**src/hdl/crc8_framed_command_parser_assert.svh**
```systemverilog
// Assertion macros for the framed command parser, clocked on i_clk, reset by i_rst_n
`ifndef CRC8_FRAMED_COMMAND_PARSER_ASSERT_SVH
`define CRC8_FRAMED_COMMAND_PARSER_ASSERT_SVH

// ante holds, cons holds in the same cycle
`define CFCP_ASSERT_SAME(lbl, ante, cons) \
    lbl: assert property (@(posedge i_clk) disable iff (!i_rst_n) (ante) |-> (cons)) \
        else $error("%m: check failed");

// ante holds, cons holds in the next cycle
`define CFCP_ASSERT_NEXT(lbl, ante, cons) \
    lbl: assert property (@(posedge i_clk) disable iff (!i_rst_n) (ante) |=> (cons)) \
        else $error("%m: check failed");

`endif

```
**src/hdl/cfcp_pkg.sv**
```systemverilog
package cfcp_pkg;

    localparam int BUF_BYTES = 64;
    localparam int IDX_W     = $clog2(BUF_BYTES);
    localparam int CNT_W     = IDX_W + 1;
    localparam int CMP_W     = (IDX_W + 2 > 10) ? IDX_W + 2 : 10;
    localparam int LEFT_W    = 9;
    localparam int POS_W     = 4;
    localparam int BYTE_W    = 8;
    localparam int CFG_IDX_W = 3;

    localparam logic [BYTE_W-1:0] CRC_POLY = 8'h8C;

    typedef enum logic [1:0] {
        ST_GOOD     = 2'd0,
        ST_CRC_ERR  = 2'd1,
        ST_END_ERR  = 2'd2,
        ST_TOO_LONG = 2'd3
    } t_status;

    typedef enum logic [CFG_IDX_W-1:0] {
        CFG_HEAD     = 3'd0,
        CFG_END      = 3'd1,
        CFG_TYPE_POS = 3'd2,
        CFG_SEQ_POS  = 3'd3,
        CFG_LEN_POS  = 3'd4,
        CFG_CMD_POS  = 3'd5
    } t_cfg_idx;

    typedef struct packed {
        logic    start;
        logic    collect;
        logic    crc_init;
        logic    rd_en;
        logic    crc_acc;
        logic    emit_init;
        logic    advance;
        logic    load_out;
        logic    out_param;
        logic    set_stat;
        t_status stat;
    } t_dp_cmd;

    typedef struct packed {
        logic head_match;
        logic overflow;
        logic close;
        logic end_ok;
        logic crc_ok;
        logic plen_zero;
        logic left_one;
        logic out_free;
    } t_dp_sts;

    function automatic logic [BYTE_W-1:0] crc8_step(logic [BYTE_W-1:0] c,
                                                    logic [BYTE_W-1:0] b);
        logic [BYTE_W-1:0] r;
        r = c ^ b;
        for (int k = 0; k < 8; k++) begin
            r = r[0] ? ((r >> 1) ^ CRC_POLY) : (r >> 1);
        end
        return r;
    endfunction

endpackage

```
**src/hdl/cfcp_rx_if.sv**
```systemverilog
interface cfcp_rx_if;
    logic       valid;
    logic       ready;
    logic [7:0] rx_byte;

    modport source (output valid, output rx_byte, input ready);
    modport sink   (input valid, input rx_byte, output ready);
endinterface

```
**src/hdl/cfcp_res_if.sv**
```systemverilog
interface cfcp_res_if;
    logic       valid;
    logic       ready;
    logic [1:0] status;
    logic [7:0] frame_type;
    logic [7:0] seq_num;
    logic [7:0] command;
    logic [7:0] param_count;
    logic       has_param;
    logic [7:0] param_byte;
    logic       last;

    modport source (output valid, output status, output frame_type, output seq_num,
                    output command, output param_count, output has_param,
                    output param_byte, output last, input ready);
    modport sink   (input valid, input status, input frame_type, input seq_num,
                    input command, input param_count, input has_param,
                    input param_byte, input last, output ready);
endinterface

```
**src/hdl/cfcp_ctrl.sv**
```systemverilog
module cfcp_ctrl (
    input  logic              i_clk,
    input  logic              i_rst_n,
    input  logic              i_rx_valid,
    output logic              o_rx_ready,
    input  cfcp_pkg::t_dp_sts i_sts,
    output cfcp_pkg::t_dp_cmd o_cmd
);
    import cfcp_pkg::*;

    typedef enum logic [7:0] {
        S_HUNT    = 8'b0000_0001,
        S_COLLECT = 8'b0000_0010,
        S_CRC_RD  = 8'b0000_0100,
        S_CRC_ACC = 8'b0000_1000,
        S_CHECK   = 8'b0001_0000,
        S_ONE     = 8'b0010_0000,
        S_EM_RD   = 8'b0100_0000,
        S_EM_LD   = 8'b1000_0000
    } t_state;

    t_state r_state;
    t_state n_state;
    logic   w_acc;

    assign o_rx_ready = (r_state == S_HUNT) || (r_state == S_COLLECT);
    assign w_acc      = i_rx_valid && o_rx_ready;

    always_comb begin
        n_state = r_state;
        o_cmd   = '0;
        unique case (r_state)
            S_HUNT: begin
                if (w_acc && i_sts.head_match) begin
                    o_cmd.start = 1'b1;
                    n_state     = S_COLLECT;
                end
            end
            S_COLLECT: begin
                if (w_acc) begin
                    o_cmd.collect = 1'b1;
                    priority if (i_sts.overflow) begin
                        o_cmd.set_stat = 1'b1;
                        o_cmd.stat     = ST_TOO_LONG;
                        n_state        = S_ONE;
                    end else if (i_sts.close && !i_sts.end_ok) begin
                        o_cmd.set_stat = 1'b1;
                        o_cmd.stat     = ST_END_ERR;
                        n_state        = S_ONE;
                    end else if (i_sts.close) begin
                        o_cmd.crc_init = 1'b1;
                        n_state        = S_CRC_RD;
                    end else begin
                        n_state = S_COLLECT;
                    end
                end
            end
            S_CRC_RD: begin
                o_cmd.rd_en = 1'b1;
                n_state     = S_CRC_ACC;
            end
            S_CRC_ACC: begin
                o_cmd.crc_acc = 1'b1;
                o_cmd.advance = 1'b1;
                n_state       = i_sts.left_one ? S_CHECK : S_CRC_RD;
            end
            S_CHECK: begin
                priority if (!i_sts.crc_ok) begin
                    o_cmd.set_stat = 1'b1;
                    o_cmd.stat     = ST_CRC_ERR;
                    n_state        = S_ONE;
                end else if (i_sts.plen_zero) begin
                    o_cmd.set_stat = 1'b1;
                    o_cmd.stat     = ST_GOOD;
                    n_state        = S_ONE;
                end else begin
                    o_cmd.emit_init = 1'b1;
                    n_state         = S_EM_RD;
                end
            end
            S_ONE: begin
                if (i_sts.out_free) begin
                    o_cmd.load_out = 1'b1;
                    n_state        = S_HUNT;
                end
            end
            S_EM_RD: begin
                o_cmd.rd_en = 1'b1;
                n_state     = S_EM_LD;
            end
            S_EM_LD: begin
                if (i_sts.out_free) begin
                    o_cmd.load_out  = 1'b1;
                    o_cmd.out_param = 1'b1;
                    o_cmd.advance   = 1'b1;
                    n_state         = i_sts.left_one ? S_HUNT : S_EM_RD;
                end
            end
            default: begin
                n_state = S_HUNT;
            end
        endcase
    end

    always_ff @(posedge i_clk) begin
        if (!i_rst_n) begin
            r_state <= S_HUNT;
        end else begin
            r_state <= n_state;
        end
    end
endmodule

```
**src/hdl/cfcp_dpath.sv**
```systemverilog
module cfcp_dpath (
    input  logic                               i_clk,
    input  logic                               i_rst_n,
    input  logic                               i_cfg_we,
    input  logic [cfcp_pkg::CFG_IDX_W-1:0]     i_cfg_idx,
    input  logic [cfcp_pkg::BYTE_W-1:0]        i_cfg_data,
    input  logic [cfcp_pkg::BYTE_W-1:0]        i_rx_byte,
    input  cfcp_pkg::t_dp_cmd                  i_cmd,
    output cfcp_pkg::t_dp_sts                  o_sts,
    cfcp_res_if.source                         o_res
);
    import cfcp_pkg::*;

    logic [BYTE_W-1:0] r_head;
    logic [BYTE_W-1:0] r_end;
    logic [POS_W-1:0]  r_type_pos;
    logic [POS_W-1:0]  r_seq_pos;
    logic [POS_W-1:0]  r_len_pos;
    logic [POS_W-1:0]  r_cmd_pos;

    logic [IDX_W-1:0]  r_idx;
    logic [BYTE_W-1:0] r_hdr_type, n_hdr_type;
    logic [BYTE_W-1:0] r_hdr_seq, n_hdr_seq;
    logic [BYTE_W-1:0] r_hdr_len, n_hdr_len;
    logic [BYTE_W-1:0] r_hdr_cmd, n_hdr_cmd;
    logic [BYTE_W-1:0] r_last_byte;
    logic [BYTE_W-1:0] r_crc_byte;
    logic [BYTE_W-1:0] r_crc;
    logic [IDX_W-1:0]  r_ptr;
    logic [LEFT_W-1:0] r_left;
    t_status           r_stat;
    logic [BYTE_W-1:0] r_rdata;
    logic [BYTE_W-1:0] r_mem [BUF_BYTES];

    logic              r_out_valid;
    t_status           r_out_status;
    logic [BYTE_W-1:0] r_out_type;
    logic [BYTE_W-1:0] r_out_seq;
    logic [BYTE_W-1:0] r_out_cmd;
    logic [BYTE_W-1:0] r_out_count;
    logic              r_out_has;
    logic [BYTE_W-1:0] r_out_pb;
    logic              r_out_last;

    logic [CNT_W-1:0]  w_i;
    logic [CMP_W-1:0]  w_i_cmp;
    logic [POS_W-1:0]  w_need_a;
    logic [POS_W-1:0]  w_need;
    logic              w_overflow;
    logic              w_collect;

    assign w_i        = {1'b0, r_idx} + CNT_W'(1);
    assign w_i_cmp    = CMP_W'(w_i);
    assign w_overflow = w_i >= CNT_W'(BUF_BYTES);
    assign w_collect  = i_cmd.collect && !w_overflow;

    assign n_hdr_type = (w_i_cmp == CMP_W'(r_type_pos)) ? i_rx_byte : r_hdr_type;
    assign n_hdr_seq  = (w_i_cmp == CMP_W'(r_seq_pos))  ? i_rx_byte : r_hdr_seq;
    assign n_hdr_len  = (w_i_cmp == CMP_W'(r_len_pos))  ? i_rx_byte : r_hdr_len;
    assign n_hdr_cmd  = (w_i_cmp == CMP_W'(r_cmd_pos))  ? i_rx_byte : r_hdr_cmd;

    assign w_need_a = (r_seq_pos > r_type_pos) ? r_seq_pos : r_type_pos;
    assign w_need   = (r_len_pos > w_need_a) ? r_len_pos : w_need_a;

    assign o_sts.head_match = i_rx_byte == r_head;
    assign o_sts.overflow   = w_overflow;
    assign o_sts.close      = (w_i_cmp >= CMP_W'(w_need)) &&
                              (w_i_cmp >= CMP_W'(r_cmd_pos) + CMP_W'(n_hdr_len) + CMP_W'(2));
    assign o_sts.end_ok     = i_rx_byte == r_end;
    assign o_sts.crc_ok     = r_crc == r_crc_byte;
    assign o_sts.plen_zero  = r_hdr_len == '0;
    assign o_sts.left_one   = r_left == LEFT_W'(1);
    assign o_sts.out_free   = !r_out_valid || o_res.ready;

    always_ff @(posedge i_clk) begin
        if (!i_rst_n) begin
            r_head      <= '0;
            r_end       <= '0;
            r_type_pos  <= POS_W'(1);
            r_seq_pos   <= POS_W'(2);
            r_len_pos   <= POS_W'(3);
            r_cmd_pos   <= POS_W'(4);
            r_idx       <= '0;
            r_hdr_type  <= '0;
            r_hdr_seq   <= '0;
            r_hdr_len   <= '0;
            r_hdr_cmd   <= '0;
            r_crc       <= '0;
            r_ptr       <= '0;
            r_left      <= '0;
            r_stat      <= ST_GOOD;
            r_out_valid <= 1'b0;
        end else begin
            if (i_cfg_we) begin
                case (t_cfg_idx'(i_cfg_idx))
                    CFG_HEAD:     r_head     <= i_cfg_data;
                    CFG_END:      r_end      <= i_cfg_data;
                    CFG_TYPE_POS: r_type_pos <= i_cfg_data[POS_W-1:0];
                    CFG_SEQ_POS:  r_seq_pos  <= i_cfg_data[POS_W-1:0];
                    CFG_LEN_POS:  r_len_pos  <= i_cfg_data[POS_W-1:0];
                    CFG_CMD_POS:  r_cmd_pos  <= i_cfg_data[POS_W-1:0];
                    default: begin
                    end
                endcase
            end

            if (i_cmd.start) begin
                r_idx      <= '0;
                r_hdr_type <= '0;
                r_hdr_seq  <= '0;
                r_hdr_len  <= '0;
                r_hdr_cmd  <= '0;
            end else if (w_collect) begin
                r_idx      <= w_i[IDX_W-1:0];
                r_hdr_type <= n_hdr_type;
                r_hdr_seq  <= n_hdr_seq;
                r_hdr_len  <= n_hdr_len;
                r_hdr_cmd  <= n_hdr_cmd;
            end

            if (i_cmd.crc_init) begin
                r_crc <= '0;
            end else if (i_cmd.crc_acc) begin
                r_crc <= crc8_step(r_crc, r_rdata);
            end

            if (i_cmd.crc_init) begin
                r_ptr  <= IDX_W'(r_cmd_pos);
                r_left <= LEFT_W'(n_hdr_len) + LEFT_W'(1);
            end else if (i_cmd.emit_init) begin
                r_ptr  <= IDX_W'(r_cmd_pos) + IDX_W'(1);
                r_left <= LEFT_W'(r_hdr_len);
            end else if (i_cmd.advance) begin
                r_ptr  <= r_ptr + IDX_W'(1);
                r_left <= r_left - LEFT_W'(1);
            end

            if (i_cmd.set_stat) begin
                r_stat <= i_cmd.stat;
            end

            if (i_cmd.load_out) begin
                r_out_valid <= 1'b1;
            end else if (o_res.ready) begin
                r_out_valid <= 1'b0;
            end
        end
    end

    always_ff @(posedge i_clk) begin
        if (i_cmd.start) begin
            r_mem[0] <= i_rx_byte;
        end else if (w_collect) begin
            r_mem[w_i[IDX_W-1:0]] <= i_rx_byte;
        end
        if (i_cmd.rd_en) begin
            r_rdata <= r_mem[r_ptr];
        end
    end

    // keep the byte before the newest one: it is the CRC byte when a frame closes
    always_ff @(posedge i_clk) begin
        if (i_cmd.start || w_collect) begin
            r_crc_byte  <= r_last_byte;
            r_last_byte <= i_rx_byte;
        end
    end

    always_ff @(posedge i_clk) begin
        if (i_cmd.load_out) begin
            r_out_status <= i_cmd.out_param ? ST_GOOD : r_stat;
            r_out_type   <= r_hdr_type;
            r_out_seq    <= r_hdr_seq;
            r_out_cmd    <= r_hdr_cmd;
            r_out_count  <= r_hdr_len;
            r_out_has    <= i_cmd.out_param;
            r_out_pb     <= i_cmd.out_param ? r_rdata : '0;
            r_out_last   <= i_cmd.out_param ? (r_left == LEFT_W'(1)) : 1'b1;
        end
    end

    assign o_res.valid       = r_out_valid;
    assign o_res.status      = r_out_status;
    assign o_res.frame_type  = r_out_type;
    assign o_res.seq_num     = r_out_seq;
    assign o_res.command     = r_out_cmd;
    assign o_res.param_count = r_out_count;
    assign o_res.has_param   = r_out_has;
    assign o_res.param_byte  = r_out_pb;
    assign o_res.last        = r_out_last;
endmodule

```
**src/hdl/crc8_framed_command_parser.sv**
```systemverilog
// Framed command parser. Received bytes arrive one transfer at a time on i_rx; the
// block hunts for the head byte, collects the frame into a 64-byte buffer and, on the
// closing byte, checks the end byte and then a reflected CRC-8 (polynomial 0x8C, init 0)
// over the command and parameter bytes. A good frame yields one result per parameter
// byte on o_res (or a single result with no parameter), a bad one a single status
// result. While hunting or collecting a byte is taken every cycle. After the closing
// byte no byte is taken until the frame is finished: the CRC walk reads the command
// byte and the L parameter bytes through the buffer's one registered read port, each
// in a read state and then an accumulate state, and a check state follows; each
// parameter result then takes a read state and a load state. A CRC error, a bad end
// byte or an overlong frame goes to a single result state. The wait grows while o_res
// is stalled. Configuration may be written only while the block is idle.
`include "crc8_framed_command_parser_assert.svh"

module crc8_framed_command_parser (
    input  logic                           i_clk,
    input  logic                           i_rst_n,
    input  logic                           i_cfg_we,
    input  logic [cfcp_pkg::CFG_IDX_W-1:0] i_cfg_idx,
    input  logic [cfcp_pkg::BYTE_W-1:0]    i_cfg_data,
    cfcp_rx_if.sink                        i_rx,
    cfcp_res_if.source                     o_res
);
    import cfcp_pkg::*;

    t_dp_cmd w_cmd;
    t_dp_sts w_sts;
    logic    w_res_err;

    cfcp_ctrl u_ctrl (
        .i_clk      (i_clk),
        .i_rst_n    (i_rst_n),
        .i_rx_valid (i_rx.valid),
        .o_rx_ready (i_rx.ready),
        .i_sts      (w_sts),
        .o_cmd      (w_cmd)
    );

    cfcp_dpath u_dpath (
        .i_clk      (i_clk),
        .i_rst_n    (i_rst_n),
        .i_cfg_we   (i_cfg_we),
        .i_cfg_idx  (i_cfg_idx),
        .i_cfg_data (i_cfg_data),
        .i_rx_byte  (i_rx.rx_byte),
        .i_cmd      (w_cmd),
        .o_sts      (w_sts),
        .o_res      (o_res)
    );

    assign w_res_err = o_res.valid && (o_res.status != ST_GOOD);

    `CFCP_ASSERT_SAME(a_load_blocks_rx, w_cmd.load_out, !i_rx.ready)
    `CFCP_ASSERT_SAME(a_crc_init_on_collect, w_cmd.crc_init, w_cmd.collect && w_sts.close)
    `CFCP_ASSERT_SAME(a_error_no_param, w_res_err, !o_res.has_param && o_res.last)
    `CFCP_ASSERT_NEXT(a_load_sets_valid, w_cmd.load_out, o_res.valid)
endmodule

```
**src/flat_wrapper.sv**
```systemverilog
// flat-port wrapper written by rule: the top's interface ports become plain ports
module crc8_framed_command_parser_flat import cfcp_pkg::*;
  (i_clk, i_rst_n, i_cfg_we, i_cfg_idx, i_cfg_data, i_rx_valid, i_rx_rx_byte, i_rx_ready, o_res_valid, o_res_status, o_res_frame_type, o_res_seq_num, o_res_command, o_res_param_count, o_res_has_param, o_res_param_byte, o_res_last, o_res_ready);
  cfcp_rx_if i_rx_i ();
  cfcp_res_if o_res_i ();
  input  logic i_clk;
  input  logic i_rst_n;
  input  logic i_cfg_we;
  input  logic [cfcp_pkg::CFG_IDX_W-1:0] i_cfg_idx;
  input  logic [cfcp_pkg::BYTE_W-1:0] i_cfg_data;
  input wire logic [$bits(i_rx_i.valid)-1:0] i_rx_valid;
  input wire logic [$bits(i_rx_i.rx_byte)-1:0] i_rx_rx_byte;
  output wire logic [$bits(i_rx_i.ready)-1:0] i_rx_ready;
  output wire logic [$bits(o_res_i.valid)-1:0] o_res_valid;
  output wire logic [$bits(o_res_i.status)-1:0] o_res_status;
  output wire logic [$bits(o_res_i.frame_type)-1:0] o_res_frame_type;
  output wire logic [$bits(o_res_i.seq_num)-1:0] o_res_seq_num;
  output wire logic [$bits(o_res_i.command)-1:0] o_res_command;
  output wire logic [$bits(o_res_i.param_count)-1:0] o_res_param_count;
  output wire logic [$bits(o_res_i.has_param)-1:0] o_res_has_param;
  output wire logic [$bits(o_res_i.param_byte)-1:0] o_res_param_byte;
  output wire logic [$bits(o_res_i.last)-1:0] o_res_last;
  input wire logic [$bits(o_res_i.ready)-1:0] o_res_ready;
  assign i_rx_i.valid = i_rx_valid;
  assign i_rx_i.rx_byte = i_rx_rx_byte;
  assign i_rx_ready = i_rx_i.ready;
  assign o_res_valid = o_res_i.valid;
  assign o_res_status = o_res_i.status;
  assign o_res_frame_type = o_res_i.frame_type;
  assign o_res_seq_num = o_res_i.seq_num;
  assign o_res_command = o_res_i.command;
  assign o_res_param_count = o_res_i.param_count;
  assign o_res_has_param = o_res_i.has_param;
  assign o_res_param_byte = o_res_i.param_byte;
  assign o_res_last = o_res_i.last;
  assign o_res_i.ready = o_res_ready;
  crc8_framed_command_parser u_core (.i_clk(i_clk), .i_rst_n(i_rst_n), .i_cfg_we(i_cfg_we), .i_cfg_idx(i_cfg_idx), .i_cfg_data(i_cfg_data), .i_rx(i_rx_i), .o_res(o_res_i));
endmodule
```
**config.mk**
```make
export PLATFORM = sky130hd
export DESIGN_NAME = crc8_framed_command_parser_flat
export DESIGN_NICKNAME = d
export VERILOG_FILES = /design/src/hdl/cfcp_pkg.sv /design/src/hdl/cfcp_rx_if.sv /design/src/hdl/cfcp_res_if.sv /design/src/hdl/cfcp_ctrl.sv /design/src/hdl/cfcp_dpath.sv /design/src/hdl/crc8_framed_command_parser.sv /design/src/flat_wrapper.sv
export VERILOG_INCLUDE_DIRS = /design/src /design/src/hdl
export SDC_FILE = /design/constraint.sdc
export NUM_CORES = 1
export LEC_CHECK = 0
export BUFFER_PORTS_ARGS = -buffer_cell sky130_fd_sc_hd__buf_2
export CORE_ASPECT_RATIO = 1.75
export CORE_UTILIZATION = 56
export DETAILED_ROUTE_END_ITERATION = 16
export HOLD_SLACK_MARGIN = 0.02
export PLACE_DENSITY_LB_ADDON = 0.12
export SLEW_MARGIN = 20
export SYNTH_ARGS = -nofsm -noshare
export SYNTH_HDL_FRONTEND = slang
export SYNTH_SLANG_ARGS = --single-unit
```
**constraint.sdc**
```tcl
create_clock -name i_clk -period 5.45 [get_ports i_clk]
set_clock_uncertainty 0.2 [all_clocks]
set_input_delay 0 -clock i_clk [delete_from_list [all_inputs] [get_ports i_clk]]
set_output_delay 0 -clock i_clk [all_outputs]
set_load 0.05 [all_outputs]
```
==> results of run 1 <==
==> cell families (layout without fill, tap and decap cells) <==
logic type / count (synthesis) / in the layout / share of synthesized area, %
AO/OA/AOI/OAI: 123 / 123 / 2.70
XOR/XNOR: 94 / 94 / 2.98
adder cells (fa/ha/maj): 32 / 32 / 1.45
buffers and inverters: 107 / 288 / 1.49
flip-flops: 684 / 684 / 69.4
multiplexers: 234 / 234 / 15.8
other: 0 / 3 / 0
AND/OR/NAND/NOR: 370 / 370 / 6.20
==> placed cells by master (no fill, tap or decap), types with 6 or more instances in the layout <==
cell type / count
xnor2_1: 62
nor2b_1: 9
o211ai_1: 6
nand4_1: 18
mux2i_1: 58
buf_2: 69
dlygate4sd3_1: 39
clkinv_1: 14
edfxtp_1: 580
dfxtp_1: 101
nand2_1: 78
inv_1: 19
nor2_1: 162
clkbuf_1: 19
nand3_1: 20
o22ai_1: 6
and2_1: 10
or3_1: 10
and3_1: 7
nor3_1: 9
mux4_2: 168
buf_4: 47
clkbuf_16: 61
ha_1: 31
nand2b_1: 10
a21oi_1: 40
nor4_1: 8
a211oi_1: 15
o21ai_0: 24
xor2_1: 30
==> where the power goes <==
group	leakage (nW)	switching (mW)	total (mW)	internal (mW)
logic	3.29	0.186	0.269	0.0829
clock network	0.896	1.85	4.15	2.30
registers	6.16	0.0108	5.68	5.66
==> how the worst max path moves through the flow <==
stage                                 start                       end  cells past startpoint
6_report            u_core.u_dpath.r_idx[1]  u_core.u_dpath.r_left[1]                     23
5_1_grt        u_core.u_dpath.r_type_pos[1]  u_core.u_dpath.r_left[1]                     26
4_1_cts             u_core.u_dpath.r_idx[1]   u_core.u_dpath.r_crc[2]                     23
3_5_place_dp        u_core.u_dpath.r_idx[1]   u_core.u_dpath.r_crc[4]                     23
3_3_place_gp        u_core.u_dpath.r_idx[0]   u_core.u_dpath.r_crc[5]                     23
2_1_floorplan       u_core.u_dpath.r_idx[0]   u_core.u_dpath.r_ptr[0]                     22
==> metrics by stage <==
| step | utilization (%) | std cells |
|---|---|---|
| 2_1_floorplan | - | 1644 |
| 5_1_grt | 64.0 | 2485 |
| 6_report | 64.0 | 2488 |
| 4_1_cts | 63.9 | 2485 |
| 3_3_place_gp | 59.3 | 2339 |
| 3_5_place_dp | 59.3 | 2339 |
==> what timing repair did <==
item                       CTS  global route
gates resized for setup      0            19
hold endpoints to repair   333             0
buffers inserted             0             0
setup endpoints to repair    0            27
hold buffers                39             0
==> cell type report <==
class                      count  share of cell area (%)
sequential                   684                    61.4
antenna                        3                  0.0236
tap                          660                    2.60
multi-input combinational    853                    26.1
clock inverter                27                   0.910
timing repair buffer         160                    3.70
clock buffer                  80                    5.03
inverter                      21                   0.248
==> per-layer routing <==
layer / share of wire (%) / routed length [microns]
met1: 36 / 23800
met2: 54 / 36000
met3: 5.1 / 3370
met4: 5.2 / 3440
met5: 0.024 / 16
==> critical path, cell delays in order (launching register included) <==
cell      delay [ps]
dfxtp_1          330
ha_1             200
buf_4            150
xnor3_1          190
nand3_1          100
or4_4            630
mux2i_4          190
inv_1             60
ha_1             180
ha_1             240
fa_2             410
a21o_1           210
a21oi_2          170
xnor2_1          140
ha_1             270
a211oi_1         200
o21ai_1          110
a31oi_1          180
a21oi_1           70
buf_4            170
nand4_2          130
buf_8            170
nor2_1            80
a311oi_2         260
==> summary.md, run 1 <==
| Metric | Value |
|---|---|
| Initial DRC Count | 1169 |
| Finish-stage setup viols | 0 |
| Cell taking the most area after synthesis | edfxtp_1 |
| WP data arrival | 5440 ps |
| Most frequent cell after synthesis | edfxtp_1 |
| Residual DRC | 0 |
| PnR worst setup slack | 333 ps |
| Initial antenna violation count | 1 |
| Post-synth EDFFs | 580 |
| Vias in the first global route | 15125 |
| Crit end category | flip-flop |
| Worst IR drop on VDD | 0.284 mV |
| Starting Density | 56.7% |
| DRT Wirelength | 66600 microns |
| Leak pwr | 10.3 nW |
| DR WL/cell | 26.8 microns |
| Grt total ovfl | 0 |
| DP HPWL | 43300 microns |
| Fill count | 3502 |
| CTS Buf Count | 60 |
| Relative slew slack | 32.1% |
| Final worst-path cycle share | 93.9% |
| Num rows | 108 |
| Reg2reg start | u_core.u_dpath.r_idx[1] |
| Top Usage Layer GRT | met2 |
| Setup WS pre-CTS | 70.6 ps |
| Buffers on Ports | 69 |
| Htree depth | 2 |
| Clk sink count | 684 |
| Max Clock Freq | 195 MHz |
| Longest Clk Path Bufs | 3 |
| Number of register bits inferred by synthesis | 684 |
| Met2 Usage GRT | 48.3% |
| Top FF cell, synth | edfxtp_1 |
| DR vias/cell | 6.06 |
| Die area | 51100 sq um |
| Grt met3 use | 3.80% |
| Largest net degree at the start of global routing | 75 |
| First-pass GRT wire length | 97600 microns |
| Hold slack final | 44.8 ps |
| Die Wd | 171 microns |
| Biggest register | u_core.u_dpath.r_mem |
| Post-Synthesis Cells | 1644 |
| TritonRoute pass-1 iters | 8 |
| Top-area cell type share of the netlist area | 61.9% |
| Die height | 298 microns |
| Crit start category | flip-flop |
| IO Pins | 70 |
| Max cap viols | 0 |
| Max FFs per register | 512 |
| PD cells | 318 nW/um^2 |
| Count of different cell masters after synthesis | 61 |
| Share of layout cells above drive strength 1 | 21.8% |
| Post-Syn Area | 28100 sq um |
| DR vias | 15079 |
| Crit path required time | 5770 ps |
| Top Registers | u_core.u_dpath.r_mem: 512 flops, u_core.u_dpath.r_left: 9 flops |
| Final period demand of the worst path | 5120 ps |
| Slew Viols, Final | 0 |
| Synthesis Warnings | 0 |
| R2r endpoint | u_core.u_dpath.r_left[1] |
| GR Layer Usage met1 | 30.9% |
| Most frequent cells after synthesis | 580 x edfxtp_1, 168 x mux4_2, 163 x nor2_1 |
| DP Area | 29400 sq um |
| Final Wtd Congestion | 0.896 |
| Asr flop ratio synth | 0% |
| Crit Path Max Fanout | 12 |
| Status | finished clean |
| HP Start | i_cfg_data[0] |
| Final setup TNS | 0 ps |
| Hold Fails Final Rpt | 0 |
| Total GRT Usage | 26.8% |
| Reg clk slew, reported paths | 70 ps |
| Worst Hold End | u_core.u_dpath.r_type_pos[0] |
| Clock Latency Late Sink | 620 ps |
| Core Area | 49600 sq um |
| Final nets | 1836 |
| Routed Antenna Nets | 0 |
| CTS tree | done |
| Design area | 31800 sq um |
| Slew @ Worst Pin | 1000 ps |
| Internal reg-to-reg setup slack | 330 ps |
| Syn_nets | 1700 |
| FF+latch area | 19500 sq um |
| FF-to-FF path depth | 23 |
| Hold crit path type | in2reg |
| WS Path Type | reg2reg |
| Seq/Total Area, Yosys | 69.4% |
| P&R area growth vs syn | 12.9% |
| Clk root buf | clkbuf_16 |
| Hold path depth | 4 |
| Total chip power | 10.1 mW |
| Area contributors post-synth | edfxtp_1 62%, mux4_2 13%, dfxtp_1 7.4% |
| Area of the multi-input gates | 8270 sq um |
| Avg Cell Area, Syn | 17.1 sq um |
(Power assumes the default switching activity.)
==> run 2: changes to the inputs <==
GPL_ROUTABILITY_DRIVEN = 0   (was not set)
GPL_TIMING_DRIVEN = 0   (was not set)
==> run 2 against run 1 <==
  * Die area did not move
  * Clock power rose by 2%
  * Sequential cell count unchanged
  * Register-to-register slack lost 140 ps
  * Combinational power about the same
  * Sequential share of layout area down 0.21 points
  * First-iteration DRC count increased by 21%
  * Hold slack gained 17 ps
  * Critical endpoint is now u_core.u_ctrl.r_state[2]
  * Highest routed layer is now met4
==> summary.md, run 2 (synthesized netlist as in run 1, its figures left out) <==
| Metric | Value |
|---|---|
| Crit path required time | 5770 ps |
| Biggest register | u_core.u_dpath.r_mem |
| Starting Density | 56.7% |
| DR WL/cell | 26.6 microns |
| Max cap viols | 0 |
| Design area | 31900 sq um |
| DP HPWL | 45800 microns |
| Crit end category | flip-flop |
| DRT Wirelength | 67200 microns |
| Clk sink count | 684 |
| Vias in the first global route | 15482 |
| TritonRoute pass-1 iters | 6 |
| P&R area growth vs syn | 13.3% |
| Slew @ Worst Pin | 1120 ps |
| Largest net degree at the start of global routing | 69 |
| Finish-stage setup viols | 0 |
| Htree depth | 2 |
| Crit Path Max Fanout | 10 |
| Final nets | 1871 |
| Initial DRC Count | 1410 |
| Buffers on Ports | 68 |
| Num rows | 108 |
| Status | finished clean |
| Crit start category | flip-flop |
| Final period demand of the worst path | 5250 ps |
| Routed Antenna Nets | 0 |
| Final worst-path cycle share | 96.4% |
| Hold crit path type | in2reg |
| Total GRT Usage | 27.3% |
| Die height | 298 microns |
| Clk root buf | clkbuf_16 |
| Longest Clk Path Bufs | 3 |
| Max FFs per register | 512 |
| Worst IR drop on VDD | 0.266 mV |
| DR vias/cell | 6.03 |
| Die area | 51100 sq um |
| WP data arrival | 5570 ps |
| Max Clock Freq | 190 MHz |
| Initial antenna violation count | 0 |
| Slew Viols, Final | 0 |
| Relative slew slack | 25.1% |
| Reg clk slew, reported paths | 70 ps |
| Total chip power | 10.2 mW |
| Share of layout cells above drive strength 1 | 20.8% |
| Grt total ovfl | 0 |
| PD cells | 319 nW/um^2 |
| Residual DRC | 0 |
| IO Pins | 70 |
| Leak pwr | 10.3 nW |
| Core Area | 49600 sq um |
| Internal reg-to-reg setup slack | 200 ps |
| First-pass GRT wire length | 99500 microns |
| Leading cell type in the layout, fill and taps excluded | edfxtp_1 |
| CTS tree | done |
| Most frequent cells in the layout | 580 x edfxtp_1, 168 x mux4_2, 162 x nor2_1 |
| Ant. Diodes | 0 |
| Die Wd | 171 microns |
| CTS Buf Count | 58 |
| Clock Latency Late Sink | 620 ps |
| Hold Fails Final Rpt | 0 |
| DP Area | 29300 sq um |
| WS Path Type | reg2reg |
| Top Registers | u_core.u_dpath.r_mem: 512 flops, u_core.u_dpath.r_left: 9 flops |
| DR vias | 15203 |
run 2: worst paths after layout:
path	from	endpoint	cells after the start
worst max-delay path	u_core.u_dpath.r_idx[0]	u_core.u_ctrl.r_state[2]	24
worst min register to register	u_core.u_dpath.r_last_byte[3]	u_core.u_dpath.r_crc_byte[3]	0
worst min-delay path	i_cfg_data[3]	u_core.u_dpath.r_head[3]	4
worst max register to register	u_core.u_dpath.r_idx[0]	u_core.u_ctrl.r_state[2]	24
run 2: worst max-delay path, stage by stage, from the launching register on:
cell     delay [ps]
dfxtp_4         350
ha_4            170
nand3_1         120
xor2_2          190
inv_2            70
or4_4           540
buf_6           170
buf_4           180
mux2_2          320
ha_4            280
ha_1            220
a21o_1          190
a21o_1          210
a21o_1          200
nor2b_1         150
nor3_2          110
a21oi_1          70
ha_1            300
a31oi_1          80
a21oi_2         130
buf_6           140
buf_4           110
nand2_1          80
or4_1           500
o31ai_1          80
run 2: stage by stage:
step                TNS, ps  hold WS, ps  worst slack [ps]  std cells  utilization (%)
floorplan                 0         -101               144       1644                -
global placement     -24230         65.5              -978       2372             59.0
detailed placement   -23860         75.3              -964       2373             59.1
CTS                       0         32.5             0.640       2517             64.0
global route          -91.9         84.6             -33.8       2522             64.2
finish                    0         62.0               197       2522             64.2
run 2: layer usage:
| layer | global-route usage [%] | part of all wire, % |
|---|---|---|
| met5 | 0 | 0 |
| met4 | 13.0 | 5.3 |
| met3 | 3.31 | 4.6 |
| met2 | 50.2 | 55 |
| met1 | 31.2 | 35 |
run 2: cell type report:
class                      count  area, sq um
buffer                        86          364
inverter                      21         78.8
fill                        3486        17700
tap                          660          826
clock buffer                  68         1530
sequential                   684        19500
multi-input combinational    853         8350
timing repair buffer         111          802
clock inverter                39          403
run 2: repair_timing:
action	4_1_cts	5_1_grt
setup buffers	4	3
hold buffers	33	1
endpoints found under the hold margin	542	65
gates cloned	0	1
pin swaps	2	6
gates resized for setup	22	18
setup endpoints to repair	28	26
run 2: report_power, final:
group          total [mW]  leakage [nW]  internal, mW  switching [mW]
Combinational       0.268          3.18        0.0821           0.186
Clock                4.23         0.959          2.35            1.88
Sequential           5.67          6.16          5.66         0.00881
